`config.mk`:
```
export PLATFORM = sky130hd
export DESIGN_NAME = cgag_fifo
export DESIGN_NICKNAME = d
export VERILOG_FILES = /design/src/cgag_fifo.sv
export SDC_FILE = /design/constraint.sdc
export NUM_CORES = 1
export LEC_CHECK = 0
export BUFFER_PORTS_ARGS = -buffer_cell sky130_fd_sc_hd__buf_2
export CORE_ASPECT_RATIO = 1.75
export CORE_UTILIZATION = 55
export CTS_BUF_LIST = sky130_fd_sc_hd__clkbuf_16
export DETAILED_ROUTE_END_ITERATION = 16
export GPL_ROUTABILITY_DRIVEN = 0
export GPL_TIMING_DRIVEN = 0
export PLACE_DENSITY = 0.77
export SYNTH_ARGS = -nofsm -noshare
export SYNTH_HDL_FRONTEND = slang
export SYNTH_SLANG_ARGS = --single-unit
```
`constraint.sdc`:
```
create_clock -name clk -period 2.3 [get_ports clk]
set_input_delay 0.23 -clock clk [delete_from_list [all_inputs] [get_ports clk]]
set_output_delay 0.23 -clock clk [all_outputs]
set_load 0.05 [all_outputs]
```
`src/cgag_fifo.sv`:
```
// ----------------------------------------------------------------------------
// cgag_fifo: small synchronous queue
// Register-based first-in first-out buffer with an occupancy count.
// ----------------------------------------------------------------------------
`default_nettype none

module cgag_fifo #(
    parameter int WIDTH = 8,
    parameter int DEPTH = 4
) (
    input  wire logic                           clk,
    input  wire logic                           rst_n,
    input  wire logic                           push,
    input  wire logic [WIDTH-1:0]               wdata,
    output logic                                full,
    input  wire logic                           pop,
    output logic [WIDTH-1:0]                    rdata,
    output logic                                empty,
    output logic [$clog2(DEPTH+1)-1:0]          count
);

    localparam int AW = $clog2(DEPTH);
    localparam int CW = $clog2(DEPTH+1);

    logic [WIDTH-1:0] mem [DEPTH];
    logic [AW-1:0]    wr_ptr_reg;
    logic [AW-1:0]    rd_ptr_reg;
    logic [CW-1:0]    count_reg;
    logic             push_ok;
    logic             pop_ok;

    assign full    = (count_reg == CW'(DEPTH));
    assign empty   = (count_reg == '0);
    assign count   = count_reg;
    assign rdata   = mem[rd_ptr_reg];
    assign push_ok = push && !full;
    assign pop_ok  = pop && !empty;

    always_ff @(posedge clk or negedge rst_n)
    begin
        if (!rst_n)
        begin
            wr_ptr_reg <= '0;
            rd_ptr_reg <= '0;
            count_reg  <= '0;
        end
        else
        begin
            if (push_ok)
            begin
                wr_ptr_reg <= (wr_ptr_reg == AW'(DEPTH-1)) ? '0 : wr_ptr_reg + 1'b1;
            end
            if (pop_ok)
            begin
                rd_ptr_reg <= (rd_ptr_reg == AW'(DEPTH-1)) ? '0 : rd_ptr_reg + 1'b1;
            end
            unique case ({push_ok, pop_ok})
                2'b10:   count_reg <= count_reg + 1'b1;
                2'b01:   count_reg <= count_reg - 1'b1;
                default: count_reg <= count_reg;
            endcase
        end
    end

    always_ff @(posedge clk)
    begin
        if (push_ok)
        begin
            mem[wr_ptr_reg] <= wdata;
        end
    end

endmodule

`default_nettype wire

```
# Word level (Yosys, flattened, before mapping)
# Memory sizes are Yosys's and may differ from the RTL's.
# Cells that the tools add are included.
# Widths: inputs -> output; s select.
[word_totals]
wordCells = 24
in_bits = 12
ramBits = 32
ff_bits = 7
mem_bits_ro = 0
memories = 1
latchBits = 0
out_inout_bits = 13
[memory_table]
columns = ["memory", "depth", "width", "read_ports", "rd_clocked_by_memory_dff", "wr", "line", "source"]
rows = [
  ["mem", 4, 8, 1, 0, 1, "25", "logic [WIDTH-1:0] mem [DEPTH];"],
]
[op_classes]
reduce_logical = 6
div = 0
muxes = 5
order_cmp = 0
eq_ne = 5
n_mul = 0
bitwise_logic = 0
add_sub_neg = 4
shift = 0
[op_table]
columns = ["cell", "count"]
rows = [
  ["$eq 2x2->1 const B", 3],
  ["$pmux 3 s2", 1],
  ["$add 2x1->2 const B", 2],
  ["$mux 2", 2],
  ["$add 3x1->3 const B", 1],
  ["$eq 3x3->1 const B", 1],
  ["$logic_not 3->1", 1],
  ["$sub 3x1->3 const B", 1],
  ["$eq 2x1->1 const B", 1],
  ["$logic_and 1x1->1", 2],
  ["$logic_not 1->1", 2],
  ["$mux 1", 2],
  ["$reduce_bool 2->1", 1],
]

# Depth between registers and ports, before layout
# Gate-level depths: netlist (run 1).
[logic_depth]
ltp_word = 5
depth_mapped = 9
depth_no_buf = 9

# Least setup slack after synthesis (run 1)
# No wires, ideal clock.
[synth_path]
path_type = "register -> register"
startpoint = "reg count_reg[0], in the netlist count[0]"
endpoint = "reg count_reg[2], in the netlist count[2]"
setup_time_ns = 0.145
path_buffers = 0
period_less_slack_ns = 2.990
path_stages_with_launch = 10
setup_slack_ns = -0.690
arrival_time_ns = 2.846
cell_sequence = "dfrtp_1 nor3_1 nand2b_1 inv_1 ha_1 inv_1 fa_1 xor2_1 nor2_1 xor2_1"
[synth_between]
elab_chain_len = 5
elab_cells_between_ends = 12
classes_between = "2 x add/sub; 3 x eq/ne; 1 x mux; 6 x reduce/logical"
[synth_lines]
columns = ["item", "line", "source"]
rows = [
  ["start, declared", "28", "logic [CW-1:0] count_reg;"],
  ["start signal, assigned", "58", "2'b10: count_reg <= count_reg + 1'b1;"],
  ["start signal, assigned", "59", "2'b01: count_reg <= count_reg - 1'b1;"],
  ["start signal, assigned", "60", "default: count_reg <= count_reg;"],
  ["$logic_not 3->1 (*)", "33", "assign empty = (count_reg == '0);"],
  ["named net empty", "18", "output logic empty,"],
  ["$logic_not 1->1 (*)", "37", "assign pop_ok = pop && !empty;"],
  ["$logic_and 1x1->1 (*)", "37", ""],
  ["named net pop_ok", "30", "logic pop_ok;"],
  ["$eq 2x1->1 / $eq 2x2->1 (equally long branches)", "57", "unique case ({push_ok, pop_ok})"],
  ["$pmux 3 s2 / $reduce_bool 2->1 (equally long branches)", "--", ""],
]
# The timed path passes the listed nets; every way through them passes the cells marked *.
# A chain may end at the register's enable or synchronous reset.

# Worst setup path in the final report (run 1)
[layout_path]
startpoint = "reg count_reg[1], in the netlist count[1]"
endpoint = "reg count_reg[2], in the netlist count[2]"
[layout_between]
elab_chain_len = 5
elab_cells_between_ends = 12
classes_between = "2 x add/sub; 3 x eq/ne; 1 x mux; 6 x reduce/logical"
[layout_lines]
columns = ["item", "line"]
rows = [
  ["$eq 3x3->1 / $logic_not 3->1 (equally long branches)", "32, 33"],
  ["$logic_not 1->1 (on tied branches)", "36, 37"],
  ["$logic_and 1x1->1 (on tied branches)", "36, 37"],
  ["$eq 2x1->1 / $eq 2x2->1 (equally long branches)", "57"],
  ["$pmux 3 s2 / $reduce_bool 2->1 (equally long branches)", "--"],
]
# Parallel ways exist; a longest one is shown, timed or not.

==> results of run 1 <==
## stage by stage
stage / area, sq um / worst slack (ns) / instances
2_1_floorplan: 1630 / 0.0523 / 83
3_5_place_dp: 1780 / 0.0292 / 134
4_1_cts: 1930 / 0.0199 / 143
5_1_grt: 1970 / 0.0261 / 148
3_3_place_gp: 1780 / 0.0722 / 134
6_report: 1970 / 0.132 / 148
## placed cells by master (no fill, tap or decap), drive strengths merged
| cell | synthesis | layout |
|---|---|---|
| dlygate4sd3 | 0 | 1 |
| and3 | 4 | 4 |
| or3b | 1 | 1 |
| mux2 | 4 | 4 |
| and2 | 1 | 1 |
| clkbuf | 0 | 5 |
| nor2 | 3 | 3 |
| ha | 6 | 6 |
| mux4 | 8 | 8 |
| dfrtp | 7 | 7 |
| mux2i | 1 | 1 |
| nand2b | 1 | 1 |
| xnor2 | 1 | 1 |
| xor2 | 2 | 2 |
| nor3 | 1 | 1 |
| buf | 2 | 31 |
| edfxtp | 32 | 32 |
| inv | 8 | 10 |
| fa | 1 | 1 |
| clkinv | 0 | 1 |
## cells by family after synthesis
kind of cell | after synthesis
DFF | 39
muxes | 13
and+or+nand+nor | 11
buffers and inverters | 10
adders and majority gates | 7
xor gates and xnor gates | 3
## final cells by class
class	count	area, sq um	area share [%]
Timing Repair Buffer	30	168	8.51
Inverter	8	30.0	1.52
Tap cell	27	33.8	1.71
Multi-Input combinational cell	34	453	23.0
Clock buffer	5	125	6.35
Clock inverter	3	12.5	0.635
Buffer	2	8.76	0.444
Sequential cell	39	1140	57.8
## worst max-delay path, stage by stage, from the launching register on
cell and delay [ns]:
dfrtp_2 0.42, or3b_4 0.41, and2_4 0.19, inv_1 0.05, ha_2 0.18, inv_1 0.05, fa_2 0.33, xor2_1 0.15
nor2_1 0.15, xor2_1 0.15
## repair_timing
action                     4_1_cts  5_1_grt
hold endpoints to repair         7        0
hold buffers                     1        0
resized for setup                0        2
buffers inserted                 0        5
setup endpoints to repair        0        1
## synthesized netlist by cell type
library cell  instances
edfxtp_1             32
inv_1                 8
mux4_2                8
dfrtp_1               7
ha_1                  6
and3_2                4
nor2_1                3
mux2_2                2
mux2_4                2
xor2_1                2
and2_4                1
buf_1                 1
buf_2                 1
fa_1                  1
mux2i_1               1
nand2b_1              1
nor3_1                1
or3b_4                1
xnor2_1               1
## per-layer routing
layer	GRT usage, %	up-vias	routed length [um]
li1	-	386	-
met1	20.4	444	918
met2	35.7	22	1490
met3	7.13	8	98
met4	11.5	0	74
met5	0	-	0
## how the worst max path moves through the flow
stage,endpoint,slack [ns],depth (start not counted)
final,count[2],0.13,9
after global routing,count[2],0.03,9
after CTS,count[2],0.02,9
after detailed placement,count[2],0.03,9
after global placement,count[2],0.07,9
after floorplan,count[2],0.05,9
==> impl_metrics.csv, run 1 <==
group,metric,value,unit
run_status,outcome,"completed",
sta,tightest_slew,0.523,ns
critical_path,reg2reg_to,"count[2]",
critical_path,critical_path_class,"register to register",
layout,syn2layout_area_growth,22.3,%
critical_path,cp-startpoint,"count[1]",
critical_path,reg2reg_from,"count[1]",
drt,drc_errors,0,
placed_design,hpwl,1840,um
cts,htreeDepth,2,
cts,clock_latency,0.28,ns
hold_path,min_path_type,"primary input to register",
cts,cts_root_buffer,"clkbuf_16",
sta,hold_viol_final,0,
logic_synthesis,synth_seq_cells,39,
logic_synthesis,synthesis.nets,102,
die,core-area,2750,sq um
logic_synthesis,netlist_area,1610,sq um
drt,num_vias,860,
cts,cts_tree,"yes",
layout,drive_gt1_share,49.6,%
logic_synthesis,seq_area_frac_synth,70.5,%
global_route,antenna_found_initial,0,
layout,fill_cells,199,
logic_synthesis,synth_top_area_share,59.6,%
sta,grt_setup_unrepaired,"no",
drt,routed_wl,2580,um
critical_path,cp-end-kind,"register",
hold_path,worstHoldPathCells,1,
sta,totalNegativeSetupSlack,0,ns
sta,maxSlewViolCount,0,
die,pin_count,25,
cts,path_clk_slew,0.05,ns
die,dieArea,3160,sq um
drt,first_iter_violations,18,
global_route,grt_max_degree,12,
critical_path,arrival,2.37,ns
logic_synthesis,syn_avg_cell_area,19.4,sq um
logic_synthesis,synth_area_leader_cell,"edfxtp_1",
global_route,grt_pass1_wl,4280,um
layout,largest_reg_flops,32,
sta,slew_headroom,65.1,%
hold_path,worstHoldStart,"wdata[6]",
sta,setup_viol,0,
layout,antenna_cells,0,
logic_synthesis,synthAdderAreaFrac,5.90,%
logic_synthesis,synth_top_family_by_area,"multiplexers",
logic_synthesis,synth_mux_area_share,15.1,%
logic_synthesis,synth_compound_area_share,0,%
die,num_rows,25,
die,initial_core_util,58.5,%
drt,wl_per_cell,17.4,um
sta,whs,0.163,ns
sta,fmax,461,MHz
logic_synthesis,ys_top_cells_by_area,"edfxtp_1 60%, mux4_2 11%, dfrtp_1 11%, ha_1 4.7%, and3_2 1.9%",
cts,cts_num_sinks,39,
global_route,first_global_vias,900,
die,die_width,42.9,um
layout,nets,139,
logic_synthesis,synth_xor_area_share,1.63,%
logic_synthesis,yosys.area_share.simple,4.50,%
run,maxCapViolations,0,
critical_path,path_max_fanout,4,
drt,ant_nets,0,
cts,numCtsBuffers,5,
sta,period_minus_slack,2.17,ns
critical_path,worstSetupStartpointType,"register",
logic_synthesis,synthCells,83,
layout,final_util,71.6,%
critical_path,r2r_slack,0.13,ns
critical_path,reg2regPathDepth,9,
sta,period_share,94.3,%
logic_synthesis,synth_warnings,0,
cts,clockBufferDepth,2,
hold_path,min_to,"mem[3][6]",
sta,clock-skew-final,0.00375,ns
critical_path,required,2.50,ns
die,die_y,73.6,um
global_route,grt.total_usage,20.4,%
drt,vias_per_cell,5.81,
drt,dr.pass1.iters,4,
global_route,overflow,0,
logic_synthesis,yosys.cell_types.count,19,
placed_design,port_buffers,24,
Power of run 1 is not shown: default switching activity piles up to over one toggle a cycle in this logic, so the estimate is an artifact.
==> inputs of run 2 (changes only) <==
--- a/config.mk
+++ b/config.mk
@@ -7,12 +7,13 @@
 export LEC_CHECK = 0
 export BUFFER_PORTS_ARGS = -buffer_cell sky130_fd_sc_hd__buf_2
 export CORE_ASPECT_RATIO = 1.75
-export CORE_UTILIZATION = 55
+export CORE_UTILIZATION = 49
 export CTS_BUF_LIST = sky130_fd_sc_hd__clkbuf_16
 export DETAILED_ROUTE_END_ITERATION = 16
 export GPL_ROUTABILITY_DRIVEN = 0
 export GPL_TIMING_DRIVEN = 0
-export PLACE_DENSITY = 0.77
+export PLACE_DENSITY = 0.69
+export SKIP_CTS_REPAIR_TIMING = 1
 export SYNTH_ARGS = -nofsm -noshare
 export SYNTH_HDL_FRONTEND = slang
 export SYNTH_SLANG_ARGS = --single-unit
==> impl_metrics.csv, run 2 (synthesized netlist as in run 1, its figures left out) <==
group,metric,value,unit
critical_path,cp-end-kind,"register",
layout,seqCellArea,1140,sq um
die,initial_core_util,51.3,%
critical_path,r2r_slack,0.09,ns
run,maxCapViolations,0,
placed_design,dp_worst_setup_slack,0.00231,ns
global_route,first_global_vias,931,
drt,dr.pass1.iters,4,
sta,hold_viol_final,0,
layout,antenna_cells,0,
critical_path,reg2reg_from,"count[1]",
drt,ant_nets,0,
cts,htreeDepth,2,
critical_path,cp-endpoint,"count[2]",
die,pin_count,25,
critical_path,cp-startpoint,"count[1]",
run_status,outcome,"completed",
critical_path,path_max_fanout,4,
layout,drive_gt1_share,50.0,%
layout,nets,140,
drt,vias_per_cell,5.24,
critical_path,required,2.50,ns
layout,syn2layout_area_growth,24.0,%
layout,multi_input_area,453,sq um
cts,clockBufferDepth,2,
placed_design,port_buffers,24,
critical_path,worstSetupStartpointType,"register",
drt,routed_wl,2700,um
layout,largest_reg_flops,32,
die,core-area,3140,sq um
cts,cts_root_buffer,"clkbuf_16",
drt,num_vias,864,
layout,fill_cells,257,
sta,fmax,452,MHz
drt,drc_errors,0,
die,die_y,77.9,um
drt,wl_per_cell,16.4,um
die,dieArea,3530,sq um
global_route,overflow,0,
sta,tightest_slew,0.502,ns
critical_path,arrival,2.41,ns
sta,setup_ws,0.0892,ns
placed_design,place_inst,150,
global_route,grt_pass1_wl,4410,um
cts,cts_num_sinks,39,
sta,clock-skew-final,0.00788,ns
sta,maxSlewViolCount,0,
layout,final_cell_mix,"32 x edfxtp_1, 25 x buf_2, 9 x inv_1, 8 x mux4_2, 6 x buf_4",
critical_path,reg2regPathDepth,9,
sta,slew_headroom,66.5,%
hold_path,min_path_type,"primary input to register",
cts,cts_tree,"yes",
placed_design,hpwl,1800,um
die,die_width,45.4,um
global_route,grt_max_degree,13,
critical_path,reg2reg_to,"count[2]",
global_route,grt.total_usage,18.6,%
cts,numCtsBuffers,5,
cts,clock_latency,0.28,ns
layout,stdcell_count,165,
sta,setup_viol,0,
sta,period_minus_slack,2.21,ns
sta,period_share,96.1,%
die,num_rows,27,
cts,path_clk_slew,0.06,ns
drt,first_iter_violations,14,
critical_path,critical_path_class,"register to register",
global_route,antenna_found_initial,0,
layout,layout_commonest_cell,"edfxtp_1",
## run 2: cell count changes in the layout (fill, tap and decap cells not counted), sizes merged
cell	change
buf	+1
clkinv	+1
inv	-1
## run 2: how the worst min path moves through the flow
stage          cells after the start            end  slack (ns)     start
6_report                           1      mem[3][5]        0.17  wdata[5]
5_1_grt                            1      mem[2][5]        0.16  wdata[5]
4_1_cts                            1  wr_ptr_reg[1]       -0.22     rst_n
3_5_place_dp                       1  wr_ptr_reg[1]        0.08     rst_n
3_3_place_gp                       1  rd_ptr_reg[0]        0.07     rst_n
2_1_floorplan                      0       count[0]       -0.07     rst_n
## run 2: critical path: stages (launching register included)
cell and delay (ns):
dfrtp_2 0.41, or3b_4 0.42, and2_4 0.17, inv_1 0.07, ha_2 0.19, inv_1 0.05, fa_2 0.33, xor2_1 0.15
nor2_1 0.17, xor2_1 0.16
## run 2: layer usage
metal	vias to the layer above	track usage (%)	part of all wire, %
li1	389	-	-
met1	441	19.1	34
met2	25	31.2	58
met3	9	6.98	4.5
met4	0	9.70	2.7
met5	-	0	0
## run 2: final cells by class
cell class,instances,area share (%)
flip-flops and latches,39,57.0
multi-input cells,34,22.7
repair buffers,31,8.77
clock buffers,5,6.26
well taps,43,2.69
inverters,8,1.50
clock inverters,3,0.626
plain buffers,2,0.438
## run 2: through the flow
step           TNS (ns)  utilization (%)  hold slack (ns)  cell area (sq um)
2_1_floorplan         0                -          -0.0656               1630
3_3_place_gp          0             57.3           0.0715               1800
3_5_place_dp          0             57.3           0.0775               1800
4_1_cts         -0.0203             61.7           -0.220               1940
5_1_grt         -0.0187             63.6            0.161               2000
6_report              0             63.6            0.170               2000
Power of run 2 is left out for the same reason.
==> inputs of run 3 (changes only) <==
--- a/config.mk
+++ b/config.mk
@@ -8,7 +8,7 @@
 export BUFFER_PORTS_ARGS = -buffer_cell sky130_fd_sc_hd__buf_2
 export CORE_ASPECT_RATIO = 1.75
 export CORE_UTILIZATION = 49
-export CTS_BUF_LIST = sky130_fd_sc_hd__clkbuf_16
+export CTS_BUF_LIST = sky130_fd_sc_hd__clkbuf_4 sky130_fd_sc_hd__clkbuf_8
 export DETAILED_ROUTE_END_ITERATION = 16
 export GPL_ROUTABILITY_DRIVEN = 0
 export GPL_TIMING_DRIVEN = 0
@@ -17,3 +17,4 @@
 export SYNTH_ARGS = -nofsm -noshare
 export SYNTH_HDL_FRONTEND = slang
 export SYNTH_SLANG_ARGS = --single-unit
+export TNS_END_PERCENT = 50
==> impl_metrics.csv, run 3 (synthesized netlist as in run 1, its figures left out) <==
group,metric,value,unit
cts,cts_tree,"yes",
critical_path,cpPeakStageDelay,0.42,ns
layout,layout_commonest_cell,"edfxtp_1",
layout,antenna_cells,0,
die,initial_core_util,51.3,%
layout,largest_reg_flops,32,
sta,period_minus_slack,2.21,ns
drt,dr.pass1.iters,4,
cts,clockBufferDepth,2,
sta,hold_viol_final,0,
die,num_rows,27,
placed_design,hpwl,1800,um
cts,clock_latency,0.29,ns
cts,cts_num_sinks,39,
cts,htreeDepth,2,
drt,routed_wl,2560,um
drt,wl_per_cell,15.6,um
global_route,antenna_found_initial,0,
critical_path,arrival,2.42,ns
layout,final_cell_mix,"32 x edfxtp_1, 25 x buf_2, 8 x inv_1, 8 x mux4_2, 6 x clkbuf_8",
layout,final_util,62.0,%
cts,cts_root_buffer,"clkbuf_8",
critical_path,critical_path.cell_chain,"or3b_4 > and2_4 > inv_1 > ha_2 > inv_1 > fa_2 > xor2_1 > nor2_1 > xor2_1",
die,pin_count,25,
layout,drive_gt1_share,51.2,%
critical_path,critical_path_class,"register to register",
sta,period_share,96.1,%
sta,setup_viol,0,
drt,vias_per_cell,5.07,
sta,maxSlewViolCount,0,
placed_design,port_buffers,24,
layout,syn2layout_area_growth,20.9,%
layout,fill_cells,257,
global_route,grt_max_degree,13,
drt,ant_nets,0,
drt,num_vias,832,
sta,clock-skew-final,0.00949,ns
drt,drc_errors,0,
global_route,grt_pass1_wl,4230,um
global_route,grt.total_usage,17.8,%
cts,path_clk_slew,0.07,ns
run,maxCapViolations,0,
layout,nets,139,
sta,fmax,452,MHz
sta,tightest_slew,0.509,ns
global_route,first_global_vias,934,
critical_path,worstSetupStartpointType,"register",
die,die_width,45.4,um
sta,slew_headroom,66.0,%
die,core-area,3140,sq um
hold_path,min_path_type,"primary input to register",
run_status,outcome,"completed",
drt,first_iter_violations,26,
critical_path,cp-end-kind,"register",
critical_path,path_max_fanout,3,
global_route,overflow,0,
critical_path,required,2.51,ns
critical_path,crit_path_top_delay_cell,"dfrtp_2",
die,dieArea,3530,sq um
cts,numCtsBuffers,5,
die,die_y,77.9,um
==> run 3: area by class of cell <==
cell class | count | area (sq um) | area share (%)
clock buffers | 7 | 90.1 | 4.62
multi-input cells | 34 | 453 | 23.2
plain buffers | 2 | 8.76 | 0.450
repair buffers | 30 | 168 | 8.61
inverters | 8 | 30.0 | 1.54
well taps | 43 | 53.8 | 2.76
flip-flops and latches | 39 | 1140 | 58.5
clock inverters | 1 | 5.00 | 0.257
==> run 3: final timing paths <==
kind | startpoint | slack [ns] | endpoint | cells after the start
max | count[1] | 0.09 | count[2] | 9
min | wdata[6] | 0.15 | mem[0][6] | 1
max reg2reg | count[1] | 0.09 | count[2] | 9
min reg2reg | count[2] | 0.53 | count[2] | 1
max in group asynchronous | rst_n | 1.82 | count[2] | 2
min in group asynchronous | rst_n | 0.30 | wr_ptr_reg[0] | 2
==> run 3: worst max-delay path: cells and delay by family (launching register included) <==
kind	cells	cell delay (ns)
flip-flops	1	0.42
XOR/XNOR	2	0.31
buffers and inverters	2	0.12
AND/OR/NAND/NOR	3	0.76
adder cells (fa/ha/maj)	2	0.52
==> run 3: layer usage <==
metal | wire, um | up-vias | track usage [%] | share of wire, %
met2 | 1450 | 29 | 29.3 | 57
met4 | 94 | 0 | 10.3 | 3.7
met5 | 0 | - | 0 | 0
met1 | 878 | 407 | 17.8 | 34
li1 | - | 385 | - | -
met3 | 132 | 11 | 7.44 | 5.2
==> run 3: metrics by stage <==
stage | hold slack [ns] | setup WS, ns | area, sq um | cells | TNS, ns
floorplan | -0.0656 | 0.0523 | 1630 | 83 | 0
global placement | 0.0715 | 0.0742 | 1800 | 150 | 0
detailed placement | 0.0775 | 0.00231 | 1800 | 150 | 0
CTS | -0.233 | -0.0236 | 1900 | 158 | -0.0236
global route | 0.146 | -0.0362 | 1950 | 164 | -0.0362
finish | 0.152 | 0.0894 | 1950 | 164 | 0
Power of run 3 is left out for the same reason.
