**src/cgag_pkg.sv**
```systemverilog
// ----------------------------------------------------------------------------
// cgag_pkg: shared types and constants of the checkerboard grid arc generator
// Item formats, register indexes and field widths used by all modules.
// ----------------------------------------------------------------------------
`default_nettype none

package cgag_pkg;

    localparam int CFG_W     = 13;   // configuration register width
    localparam int GREY_W    = 8;
    localparam int ROW_W     = 16;   // row counter wraps at 16 bits
    localparam int COL_W     = 13;   // column wraps to zero at the effective width
    localparam int POS_W     = 24;   // pixel position counter
    localparam int KEPT_W    = 26;   // kept pixel count, width times rows, one row fewer if both are odd
    localparam int NODE_W    = 25;
    localparam int LPOS_W    = 26;   // grid position modulo what a node number needs
    localparam int JOB_DEPTH = 8;
    localparam int JOB_CNT_W = 4;
    localparam int OUT_DEPTH = 2;
    localparam int APB_AW    = 3;
    localparam int APB_DW    = 32;

    typedef enum logic
    {
        REG_IMAGE_WIDTH = 1'b0,
        REG_IMAGE_ROWS  = 1'b1
    } reg_idx_t;

    typedef struct packed
    {
        logic [GREY_W-1:0] grey;
        logic              start_of_image;
    } pixel_t;

    typedef struct packed
    {
        logic [NODE_W-1:0] tail_node;
        logic [NODE_W-1:0] head_node;
        logic [GREY_W-1:0] cost;
        logic              last_arc;
        logic              image_done;
    } arc_t;

    // One kept pixel that causes at least one arc.
    typedef struct packed
    {
        logic [GREY_W-1:0] grey;
        logic [GREY_W-1:0] left_grey;
        logic [GREY_W-1:0] up_grey;
        logic [ROW_W-1:0]  row;
        logic [COL_W-1:0]  col;
        logic              has_left;
        logic              has_up;
        logic              done;
    } job_t;

    // Effective geometry derived from the configuration registers.
    typedef struct packed
    {
        logic [CFG_W-1:0]  width;
        logic [KEPT_W-1:0] kept;
    } cfg_t;

endpackage

`default_nettype wire

```
**src/cgag_regs.sv**
```systemverilog
// ----------------------------------------------------------------------------
// cgag_regs: configuration registers
// APB-style register port holding image width and row count, plus the
// clamped geometry and the kept pixel count derived from them.
// ----------------------------------------------------------------------------
`default_nettype none

module cgag_regs
    import cgag_pkg::*;
#(
    parameter int MAX_WIDTH = 4096,
    parameter int MAX_ROWS  = 4096
) (
    input  wire logic              clk,
    input  wire logic              rst_n,
    input  wire logic              psel,
    input  wire logic              penable,
    input  wire logic              pwrite,
    input  wire logic [APB_AW-1:0] paddr,
    input  wire logic [APB_DW-1:0] pwdata,
    output logic      [APB_DW-1:0] prdata,
    output logic                   pready,
    output cfg_t                   cfg
);

    localparam int          LIM_W = CFG_W + 4;
    localparam logic [LIM_W-1:0] MAX_W = LIM_W'(MAX_WIDTH);
    localparam logic [LIM_W-1:0] MAX_R = LIM_W'(MAX_ROWS);

    logic [CFG_W-1:0]  width_reg;
    logic [CFG_W-1:0]  rows_reg;
    logic [CFG_W-1:0]  w_eff_reg;
    logic [CFG_W-1:0]  n_eff_reg;
    logic [KEPT_W-1:0] kept_reg;
    logic [KEPT_W-1:0] kept_next;
    logic [CFG_W-1:0]  n_trim;
    logic [CFG_W-1:0]  wr_data;
    logic [CFG_W-1:0]  w_clamp;
    logic [CFG_W-1:0]  n_clamp;
    logic              wr_en;
    reg_idx_t          reg_sel;

    assign pready  = 1'b1;
    assign wr_en   = psel && penable && pwrite;
    assign reg_sel = reg_idx_t'(paddr[2]);
    assign wr_data = pwdata[CFG_W-1:0];

    always_comb
    begin
        if (wr_data == '0)
        begin
            w_clamp = CFG_W'(1);
            n_clamp = CFG_W'(1);
        end
        else
        begin
            w_clamp = (LIM_W'(wr_data) > MAX_W) ? MAX_W[CFG_W-1:0] : wr_data;
            n_clamp = (LIM_W'(wr_data) > MAX_R) ? MAX_R[CFG_W-1:0] : wr_data;
        end
    end

    // An odd pixel count means both factors are odd; dropping the last row
    // is then the same as multiplying by one row fewer.
    assign n_trim    = n_eff_reg - CFG_W'(w_eff_reg[0] & n_eff_reg[0]);
    assign kept_next = KEPT_W'(w_eff_reg) * KEPT_W'(n_trim);

    always_ff @(posedge clk or negedge rst_n)
    begin
        if (!rst_n)
        begin
            width_reg <= CFG_W'(1);
            rows_reg  <= CFG_W'(1);
            w_eff_reg <= CFG_W'(1);
            n_eff_reg <= CFG_W'(1);
            kept_reg  <= '0;
        end
        else
        begin
            kept_reg <= kept_next;
            if (wr_en)
            begin
                unique case (reg_sel)
                    REG_IMAGE_WIDTH:
                    begin
                        width_reg <= wr_data;
                        w_eff_reg <= w_clamp;
                    end
                    REG_IMAGE_ROWS:
                    begin
                        rows_reg  <= wr_data;
                        n_eff_reg <= n_clamp;
                    end
                endcase
            end
        end
    end

    always_comb
    begin
        unique case (reg_sel)
            REG_IMAGE_WIDTH: prdata = APB_DW'(width_reg);
            REG_IMAGE_ROWS:  prdata = APB_DW'(rows_reg);
        endcase
    end

    assign cfg.width = w_eff_reg;
    assign cfg.kept  = kept_reg;

endmodule

`default_nettype wire

```
**config.mk**
```make
export PLATFORM = sky130hd
export DESIGN_NAME = cgag_regs
export DESIGN_NICKNAME = d
export VERILOG_FILES = /design/src/cgag_pkg.sv /design/src/cgag_regs.sv
export SDC_FILE = /design/constraint.sdc
export NUM_CORES = 1
export LEC_CHECK = 0
export ABC_AREA = 1
export BUFFER_PORTS_ARGS = -buffer_cell sky130_fd_sc_hd__buf_2
export CORE_ASPECT_RATIO = 1.2
export CORE_UTILIZATION = 30
export CTS_CLUSTER_SIZE = 8
export DETAILED_ROUTE_END_ITERATION = 12
export PLACE_DENSITY_LB_ADDON = 0.3
export SLEW_MARGIN = 30
export SYNTH_ARGS = -nofsm -noshare
export SYNTH_HDL_FRONTEND = slang
export SYNTH_SLANG_ARGS = --single-unit
```
**constraint.sdc**
```tcl
create_clock -name clk -period 4.5 [get_ports clk]
set_clock_uncertainty 0.1 [all_clocks]
set_input_delay 0.45 -clock clk [delete_from_list [all_inputs] [get_ports clk]]
set_output_delay 0.45 -clock clk [all_outputs]
set_load 0.005 [all_outputs]
```
# After elaboration in Yosys (flattened, before gate mapping)
# Index checks and enable logic that the tools add are counted.
# totals
input_bits	40
reg_bits	78
out_inout_bits	72
wordCells	18
# op_classes
multipliers	1
reduce_logical	5
n_mux	3
n_bitwise	2
add_sub_neg	1
n_lt_le_gt_ge	1
# ops
op	n
$pmux 32 s2	1
$mul 13x13->26	1
$mux 13	2
$gt 13x13->1 const B	1
$logic_not 13->1	1
$sub 13x1->13	1
$reduce_and 2->1	2
$logic_and 1x1->1	2
$and 1x1->1	1
$not 1->1	1

# Logic depth before layout (Yosys ltp)
# Gate-level depths: netlist of the first run.
# logic_depth
depth_word	3
depth_mapped	29
depth_no_buf	29

# Least setup slack after synthesis of the first run
# No wires, ideal clock.
# synth_path
path_kind	register to register
start	register w_eff_reg[5]
end	register kept_reg[23]
stages_incl_launch_ff	20
setup_slack_ps	-222
required_time_ps	4283
arrival_ps	4505
period_less_slack_ps	4722
n_path_buf	1
setup_time_ps	117
cell_sequence	dfrtp_1 clkbuf_1 inv_1 nor2_1 fa_1 inv_1 fa_1 fa_1 inv_1 fa_1 inv_1 fa_1 inv_1 ha_1 nand2_1 nor2_1 and2_1 nand3b_1 nand4_1 nand2_1
# synth_between
elab_chain_len	1
# synth_lines
element	line_no	source
from (decl)	cgag_regs.sv:32	logic [CFG_W-1:0] w_eff_reg;
from (signal assigned)	cgag_regs.sv:86	w_eff_reg <= w_clamp;
$mul 13x13->26	cgag_regs.sv:65	assign kept_next = KEPT_W'(w_eff_reg) * KEPT_W'(n_trim);
named net kept_next[23]	cgag_regs.sv:35	logic [KEPT_W-1:0] kept_next;
to (signal assigned)	cgag_regs.sv:79	kept_reg <= kept_next;
to (decl)	cgag_regs.sv:34	logic [KEPT_W-1:0] kept_reg;
# The timed path passes the listed nets, and every way through them passes these cells.
# A chain may end at the register's enable or synchronous reset.

# Worst setup path in the final report of the first run
# layout_path
start	register n_eff_reg[1]
end	register kept_reg[23]
# layout_between
elab_chain_len	2
# layout_lines
element	line_no	source
from (decl)	cgag_regs.sv:33	logic [CFG_W-1:0] n_eff_reg;
from (signal assigned)	cgag_regs.sv:91	n_eff_reg <= n_clamp;
$sub 13x1->13	cgag_regs.sv:64	assign n_trim = n_eff_reg - CFG_W'(w_eff_reg[0] & n_eff_reg[0]);
$mul 13x13->26	cgag_regs.sv:65	
named net kept_next[23]	cgag_regs.sv:35	
# The timed path passes the listed nets, and every way through them passes these cells.

==> impl_summary.md, run 1 <==
Routing
The detailed router placed between 7000 and 8000 vias in this run. After detailed routing, the number of remaining DRC violations is 0. The first-pass iteration count of the detailed router is 5. The total detailed-routing wirelength is approximately 25000 microns.

The count of nets left with antenna violations once routing finished came out at 0. The iteration-0 DRC count of the detailed router is 330. The per-cell via count in the routed design is 4.44.

In the final routed layout, each cell accounts on average for 14.1 microns.

Clock network
The CTS tree is built. The total CTS buffers is 9. The clock-pin transition on the worst setup and hold timing paths is 90 ps.

The H-tree was split into 3 levels. The cell chosen for the clock root is clkbuf_16. In this run the deepest clock path goes through 2 buffers. Clock latency on the worst-skew pair, taken at its later pin, is 370 ps. The count of clock tree sinks is between 70 and 80.

Placed design
At the end of routability-driven placement, the weighted congestion stood at 0.863. Once placement completed, the tool counted placed cells totaling roughly 1700. The placed wire-length estimate after detailed placement is 19700 microns. The count of buffers added on input and output ports is 70.

STA
The worst pin sits at a relative slew slack of 61.0%. Summed over all failing endpoints, the final setup total negative slack is -1880 ps. The hold violation total from the final report is 0. The worst-margin pin slew is between 500 and 600 ps.

The total of endpoints with negative setup slack in the final report is 15. Setup repair after global routing could not meet its margin everywhere. The post-layout minimum cycle time is 4690 ps. The highest clock frequency the design can meet is 213 MHz. The final critical-path setup slack is -193 ps. The final-report max-slew violation count is 0.

The final cycle utilization of the critical path is 104%.

Layout
The count of antenna diodes in the layout is 0. The number of standard cells in the final layout excluding fillers is 1784. The final net count is 1622.

The flip-flop count of the largest register, all copies and words added is 26. The post-route netlist has 34.4% of its cells at a drive strength greater than 1. The share of the core filled with cells in the final layout is 41.1%.

The synthesis-to-finish area growth is 34.3%.

Setup path
The cell with the biggest individual delay on the critical path is fa_1. STA classifies the critical path endpoint as a flop. The number of buffer and inverter instances along the worst setup path is 4. The most common cell type on the critical path is fa_1. In this run the number of cells on the critical path is 18. The arrival time of data at the critical path endpoint is 4840 ps.

On the worst path, the slowest cell contributes a delay of 580 ps. The endpoint of the worst setup timing path is kept_reg[23]$_DFF_PN0_. The beginning of the worst register-to-register path is n_eff_reg[1]$_DFFE_PN0P_. The setup path with the least slack is of type flop to flop. The worst setup path is launched from a flop. The worst register-to-register path has a setup slack of -190 ps. Along the worst path, the maximum fanout reaches 5. The required time of the worst setup path is 4650 ps. Walking the worst path, the cells encountered are inv_2 > ha_4 > inv_4 > nand2_1 > fa_1 > inv_1 > fa_1 > fa_1 > fa_1 > fa_1 > ha_4 > nand2_4 > buf_4 > nor2_4 > nand2_1 > nand3b_1 > nand4_1 > nand2_1. The cell family contributing the most delay on the critical path is adder cells. Counting cells, the worst reg-to-reg path comes to 18. In this run the critical register-to-register path is captured at kept_reg[23]$_DFF_PN0_. Tracing the worst setup path back leads to its startpoint at n_eff_reg[1]$_DFFE_PN0P_.

Outcome
The final reports fail on setup timing. The run finished, with violations left.

Floorplan
The die height is 193 microns. The die is 161 microns wide. The core box area is slightly below 30000 sq um. The floorplan step defined a die boundary enclosing 31000 sq um. The starting density of the core is 30.6%. In this run the count of I/O pins placed on the die edge is roughly 110. The placement row count is 69.

Power
The worst supply voltage drop on vdd is 0.415 mV. The standby leakage power is around 6.7 nW. Total power for the finished layout comes to about 0.0073 W. The total power per unit cell area is 594 nW/um^2.

Global route
The first-pass GRT wire length is between 40000 and 50000 microns. The via count of the first global-routing pass is 8428. The global-route usage over all layers is 17.5%. The number of antenna violations at the first check in global routing was 0. Entering global routing, the biggest net connects 44 pins.

Summed over all layers, the global routing overflow is 0.

Worst hold path
The kind of path behind the tightest hold check is primary input to flop.

Synthesis
Counting distinct cell types in the post-synthesis netlist gives 34. The Yosys step of the flow raised 0 warnings. Summing every instance area after synthesis gives slightly above 9000 sq um. The number of flip-flops and latches in the synthesized netlist is 78. The share of synthesized area occupied by flip-flops and latches is roughly 22%. The mean post-synth cell area is 7.70 sq um. The synthesized netlist cell count is 1180.

Job
The number of violations of the max-capacitance limit is 0.
==> layout by cell type (no fill, tap or decap), types with 5 or more instances in the layout <==
cell type,instances
nor2_4,13
dfrtp_1,67
buf_4,153
ha_1,52
nand2_2,50
buf_6,5
dfrtp_2,7
nand4_1,8
nand2_4,24
clkbuf_16,9
nand2_1,292
ha_4,18
nor2_1,51
o21ai_0,33
buf_2,69
fa_1,111
inv_1,226
nand3_1,29
nand3_2,10
xor2_1,8
nor2_2,20
inv_4,8
a21oi_1,5
fa_2,10
inv_2,42
conb_1,22
==> how the worst min path moves through the flow <==
stage,start,end,slack [ps],cells after the start
after floorplan,rst_n,kept_reg[0]$_DFF_PN0_,50,0
after global placement,rst_n,kept_reg[7]$_DFF_PN0_,350,1
after detailed placement,rst_n,kept_reg[7]$_DFF_PN0_,360,1
after CTS,pwdata[5],w_eff_reg[5]$_DFFE_PN0P_,250,3
after global routing,pwdata[5],w_eff_reg[5]$_DFFE_PN0P_,270,3
final,pwdata[5],w_eff_reg[5]$_DFFE_PN0P_,260,3
==> worst register-to-register path, cell delays in order (launching register included) <==
cell      delay [ps]
dfrtp_1          360
inv_2             50
ha_4             240
inv_4             90
nand2_1           70
fa_1             540
inv_1             50
fa_1             510
fa_1             460
fa_1             580
fa_1             450
ha_4             340
nand2_4           70
buf_4            140
nor2_4           100
nand2_1           60
nand3b_1         190
nand4_1           90
nand2_1           50
==> cells in the mapped netlist, drive strengths merged <==
cell type	count	area [sq um]
clkbuf	21	78.8
and3	1	6.26
nand3	43	215
nand4	8	50.1
nand3b	2	15.0
buf	31	206
nand2	367	1400
dfrtp	74	1850
a31o	1	8.76
dfstp	4	105
a21oi	13	65.1
o22ai	2	12.5
o21ai	33	165
conb	2	7.51
xnor2	2	17.5
nor2	84	335
xor2	11	115
nor3	2	10.0
ha	72	901
inv	279	1050
o21bai	2	15.0
fa	121	2420
and2	2	12.5
or2	3	18.8
==> through the flow <==
stage	setup slack (ps)	hold WS [ps]	instance area, sq um
global route	-391	271	12200
CTS	-176	246	11800
floorplan	-18.0	54.4	9330
finish	-193	259	12200
global placement	-369	348	10900
detailed placement	-382	359	10900
==> area by class of cell <==
cell class	count	area (sq um)
flip-flops and latches	78	1970
multi-input cells	791	6760
repair buffers	230	1600
inverters	279	1080
well taps	390	488
fillers	3027	17500
clock inverters	7	76.3
clock buffers	9	225
==> layer usage <==
metal	vias to the layer above	wire length (microns)	global-route usage, %
met5	-	0	0
met4	0	906	7.15
met3	45	686	1.59
met2	136	13600	33.8
met1	3912	9930	19.5
li1	3822	-	-
==> kinds of logic (layout without fill, tap and decap cells) <==
| kind of cell | after synthesis | in the layout | synth area share (%) |
|---|---|---|---|
| flip-flops | 78 | 78 | 21.5 |
| AO/OA/AOI/OAI | 51 | 51 | 2.93 |
| buffers and inverters | 331 | 525 | 14.7 |
| other | 2 | 22 | 0.0827 |
| XOR/XNOR | 13 | 13 | 1.46 |
| adder cells (fa/ha/maj) | 193 | 193 | 36.6 |
| AND/OR/NAND/NOR | 512 | 512 | 22.7 |
==> where the power goes <==
group / internal, W / switching, W / total, W
combinational: 0.00251 / 0.00294 / 0.00545
sequential: 0.000908 / 0.000119 / 0.00103
clock: 0.000395 / 0.000378 / 0.000773
total: 0.00382 / 0.00344 / 0.00725
==> timing repair <==
item                                    in CTS  in global routing
hold buffers                                 1                  0
pin swaps                                   84                 55
endpoints found under the setup margin      17                 19
resized for setup                          141                102
hold endpoints to repair                    34                  0
setup buffers                               22                 11
No activity file was read; power rests on OpenSTA's default activity.
==> run 2, diff against run 1 <==
--- a/config.mk
+++ b/config.mk
@@ -8,7 +8,7 @@
 export ABC_AREA = 1
 export BUFFER_PORTS_ARGS = -buffer_cell sky130_fd_sc_hd__buf_2
 export CORE_ASPECT_RATIO = 1.2
-export CORE_UTILIZATION = 30
+export CORE_UTILIZATION = 55
 export CTS_CLUSTER_SIZE = 8
 export DETAILED_ROUTE_END_ITERATION = 12
 export PLACE_DENSITY_LB_ADDON = 0.3
==> constraint.sdc (replaced) <==
create_clock -name clk -period 4.5 [get_ports clk]
set_clock_uncertainty 0.1 [all_clocks]
set_input_delay 0.45 -clock clk [delete_from_list [all_inputs] [get_ports clk]]
set_output_delay 0.45 -clock clk [all_outputs]
set_load 0.01 [all_outputs]
==> impl_summary.md, run 2 (synthesis results as in run 1) <==
Setup path
The element type at the critical path end is a flop. On the worst path, the slowest cell contributes a delay of 580 ps. The worst setup path is launched from a flop. The arrival time of data at the critical path endpoint is 5100 ps. The endpoint identified for the worst register-to-register timing path is kept_reg[18]$_DFF_PN0_.

In this run the register-to-register setup slack is -470 ps. The kind of cell adding the most delay to the critical path is adder cells. The cell count along the critical path is 21.

For this design, the slowest cell found on the critical path is fa_2. The signal on the critical path passes through or2_1 > nand2_4 > buf_6 > nor2_1 > fa_2 > fa_1 > inv_1 > fa_1 > fa_1 > fa_1 > inv_1 > ha_4 > nand2_1 > nand2_1 > a21oi_2 > buf_4 > nor2_1 > nor2_2 > nand2_1 > nand2_1 > nand2_1. The number of buffer and inverter instances along the worst setup path is 4.

The beginning of the worst register-to-register path is n_eff_reg[4]$_DFFE_PN0P_. The kind of critical path is flop to flop. The highest net fanout along the worst path is 4. The most common cell type on the critical path is nand2_1. The worst register-to-register path has a depth of 21. STA puts the critical path data required time at 4630 ps.

Clock network
The clock-pin transition on the worst setup and hold timing paths is about 70 ps. Hold repair after CTS inserted 0 buffers. The clock network latency to the later pin of the worst-skew pair is 350 ps. The CTS tree is built.

The cell chosen for the clock root is clkbuf_16. Buffers inserted during clock tree synthesis total 9. The maximum buffer depth of the clock tree is 2.

The H-tree was split into 3 levels. The count of clock tree sinks is around 80.

Global route
The fraction of met2 tracks used by global routing is approximately 54%. The via count of the first global-routing pass is 8326. In the global route stage, met3 resource usage came out at about 4.8%. The number of antenna violations at the first check in global routing is 0.

The met1 capacity usage during global routing is 32.0%. Entering global routing, the biggest net connects 79 pins. The first-pass GRT wire length is 38700 microns. The global-route usage over all layers is around 29%. In this run the most used layer during global routing was met2. For this run the aggregate overflow at the end of global routing stands at 0.

Worst hold path
The kind of path behind the tightest hold check is primary input to asynchronous set/reset pin.

Routing
The total detailed-routing wirelength is 25700 microns. Detailed routing inserted a total of 8337 vias. The detailed-route DRC error count is 0. The remaining antenna violation count is 0. The pre-antenna-repair detailed-routing pass consisted of 7 iterations. The wire length per cell after detailed routing is 16.1 microns. The per-cell via count in the routed design is approximately 5.2. The iteration-0 DRC count of the detailed router is between 500 and 600.

STA
The final critical-path setup slack is -467 ps. At the pin with the least slew margin, the transition time is 791 ps. Headroom to the max-slew limit came out at 47.2%.

Setup repair after global routing could not meet its margin everywhere. The hold violation total from the final report came to 0. Setup violations remaining at the end of the flow were counted as 16. The highest clock frequency the design can meet is 201 MHz. The final-report max-slew violation count is 0. The post-layout minimum cycle time is a little under 5000 ps. The worst slack on hold paths is approximately 19 ps. The final cycle utilization of the critical path is 110%.

Floorplan
112 I/O pins were placed. The core box area is roughly 16000 sq um. The initialized floorplan defines 51 standard-cell rows. The floorplan step defined a die boundary enclosing 17000 sq um. The starting density of the core is around 56%.

The die height is ~140 microns. Measured along the x axis, the die boundary spans ~120 microns.

Placed design
Summed over all nets, the half-perimeter wirelength after detailed placement is 17900 microns. The congestion estimate from routability-driven global placement came to 0.909. The count of input and output buffers is 70. OpenSTA, run right after detailed placement, puts the worst setup slack at -344 ps. The area of placed instances is 10600 sq um.

Layout
From synthesis to final layout, the design area changed by 31.9%. The total area of multi-input combinational cells is 6780 sq um. The area of all placed cells without fillers is approximately 12000 sq um. The layout has 1110 filler cells. The count of antenna diodes in the layout is 0. The most common cell after layout, fill and taps aside is nand2_1. The net count of the finished layout is around 1600. The share of layout cells above drive strength 1 is roughly a third. In the layout the commonest cells are 294 x nand2_1, 223 x inv_1, 128 x buf_4. The flip-flop count of the largest register, all copies and words added is 26. Summing all flip-flop and latch instances after layout gives 1960 sq um. The share of the core filled with cells in the final layout is 73.9%.

Outcome
The flow ran to the end, but the final reports show violations. The final reports fail on setup timing.

Job
The number of violations of the max-capacitance limit is 0.

Power
The sequential cell fraction of total power is between 10% and 20%. The internal power contribution is around 0.0040 W. In this run the static leakage power is 6.73 nW. Summed over all nets, the switching power comes to 0.00369 W. Of the total power, the share spent switching nets is ~48%.

The clock network accounts for between 9 and 10% of the total power. Across the VDD grid, the largest voltage drop is 0.440 mV. The combinational share of power is 76.8%. The total power per unit cell area is 638 nW/um^2.
==> run 2: cell types whose count changed in the layout (fill, tap and decap cells not counted), sizes merged <==
cell,before,now
clkinvlp,0,1
buf,229,219
clkinv,3,2
dlygate4sd3,1,0
clkbuf,9,10
inv,283,281
bufinv,0,1
==> run 2: power by group through the flow <==
stage / clock (W) / combinational (W) / sequential [W]
3_5_place_dp: 0 / 0.00404 / 0.00102
6_report: 0.000752 / 0.00587 / 0.00102
3_3_place_gp: 0 / 0.00393 / 0.00102
4_1_cts: 0.000766 / 0.00479 / 0.00101
2_1_floorplan: 0 / 0.00253 / 0.00105
5_1_grt: 0.000785 / 0.00636 / 0.00104
==> run 2: layer usage <==
| metal | vias to the layer above | routed length (microns) |
|---|---|---|
| met5 | - | 0 |
| met4 | 0 | 1180 |
| met3 | 116 | 1370 |
| met2 | 392 | 13600 |
| li1 | 3805 | - |
| met1 | 4024 | 9520 |
==> run 2: timing repair <==
action                     CTS  global route
setup buffers               20            11
setup endpoints to repair   18            18
gates resized for setup    114           141
cloned                       0             0
pin swaps                   86            84
==> run 2: final cells by class <==
cell class	instances	share of cell area [%]
clock buffers	10	1.91
multi-input cells	791	56.6
inverters	279	9.01
flip-flops and latches	78	16.4
well taps	212	2.21
repair buffers	219	13.3
clock inverters	6	0.574
==> run 2: through the flow <==
step | TNS [ps] | total power (W) | instances
after global placement | -2680 | 0.00494 | 1548
final | -3520 | 0.00765 | 1595
after floorplan | -8.90 | 0.00358 | 1200
after CTS | -1830 | 0.00657 | 1584
after detailed placement | -4030 | 0.00506 | 1548
after global routing | -5460 | 0.00818 | 1595
==> run 2: worst max path at each step <==
stage / start / endpoint / slack (ps)
final: n_eff_reg[4]$_DFFE_PN0P_ / kept_reg[18]$_DFF_PN0_ / -470
after global placement: n_eff_reg[1]$_DFFE_PN0P_ / kept_reg[22]$_DFF_PN0_ / -270
after floorplan: n_eff_reg[2]$_DFFE_PN0P_ / kept_reg[15]$_DFF_PN0_ / -6
after global routing: n_eff_reg[4]$_DFFE_PN0P_ / kept_reg[18]$_DFF_PN0_ / -550
after detailed placement: n_eff_reg[4]$_DFFE_PN0P_ / kept_reg[22]$_DFF_PN0_ / -340
after CTS: n_eff_reg[8]$_DFFE_PN0P_ / kept_reg[20]$_DFF_PN0_ / -170
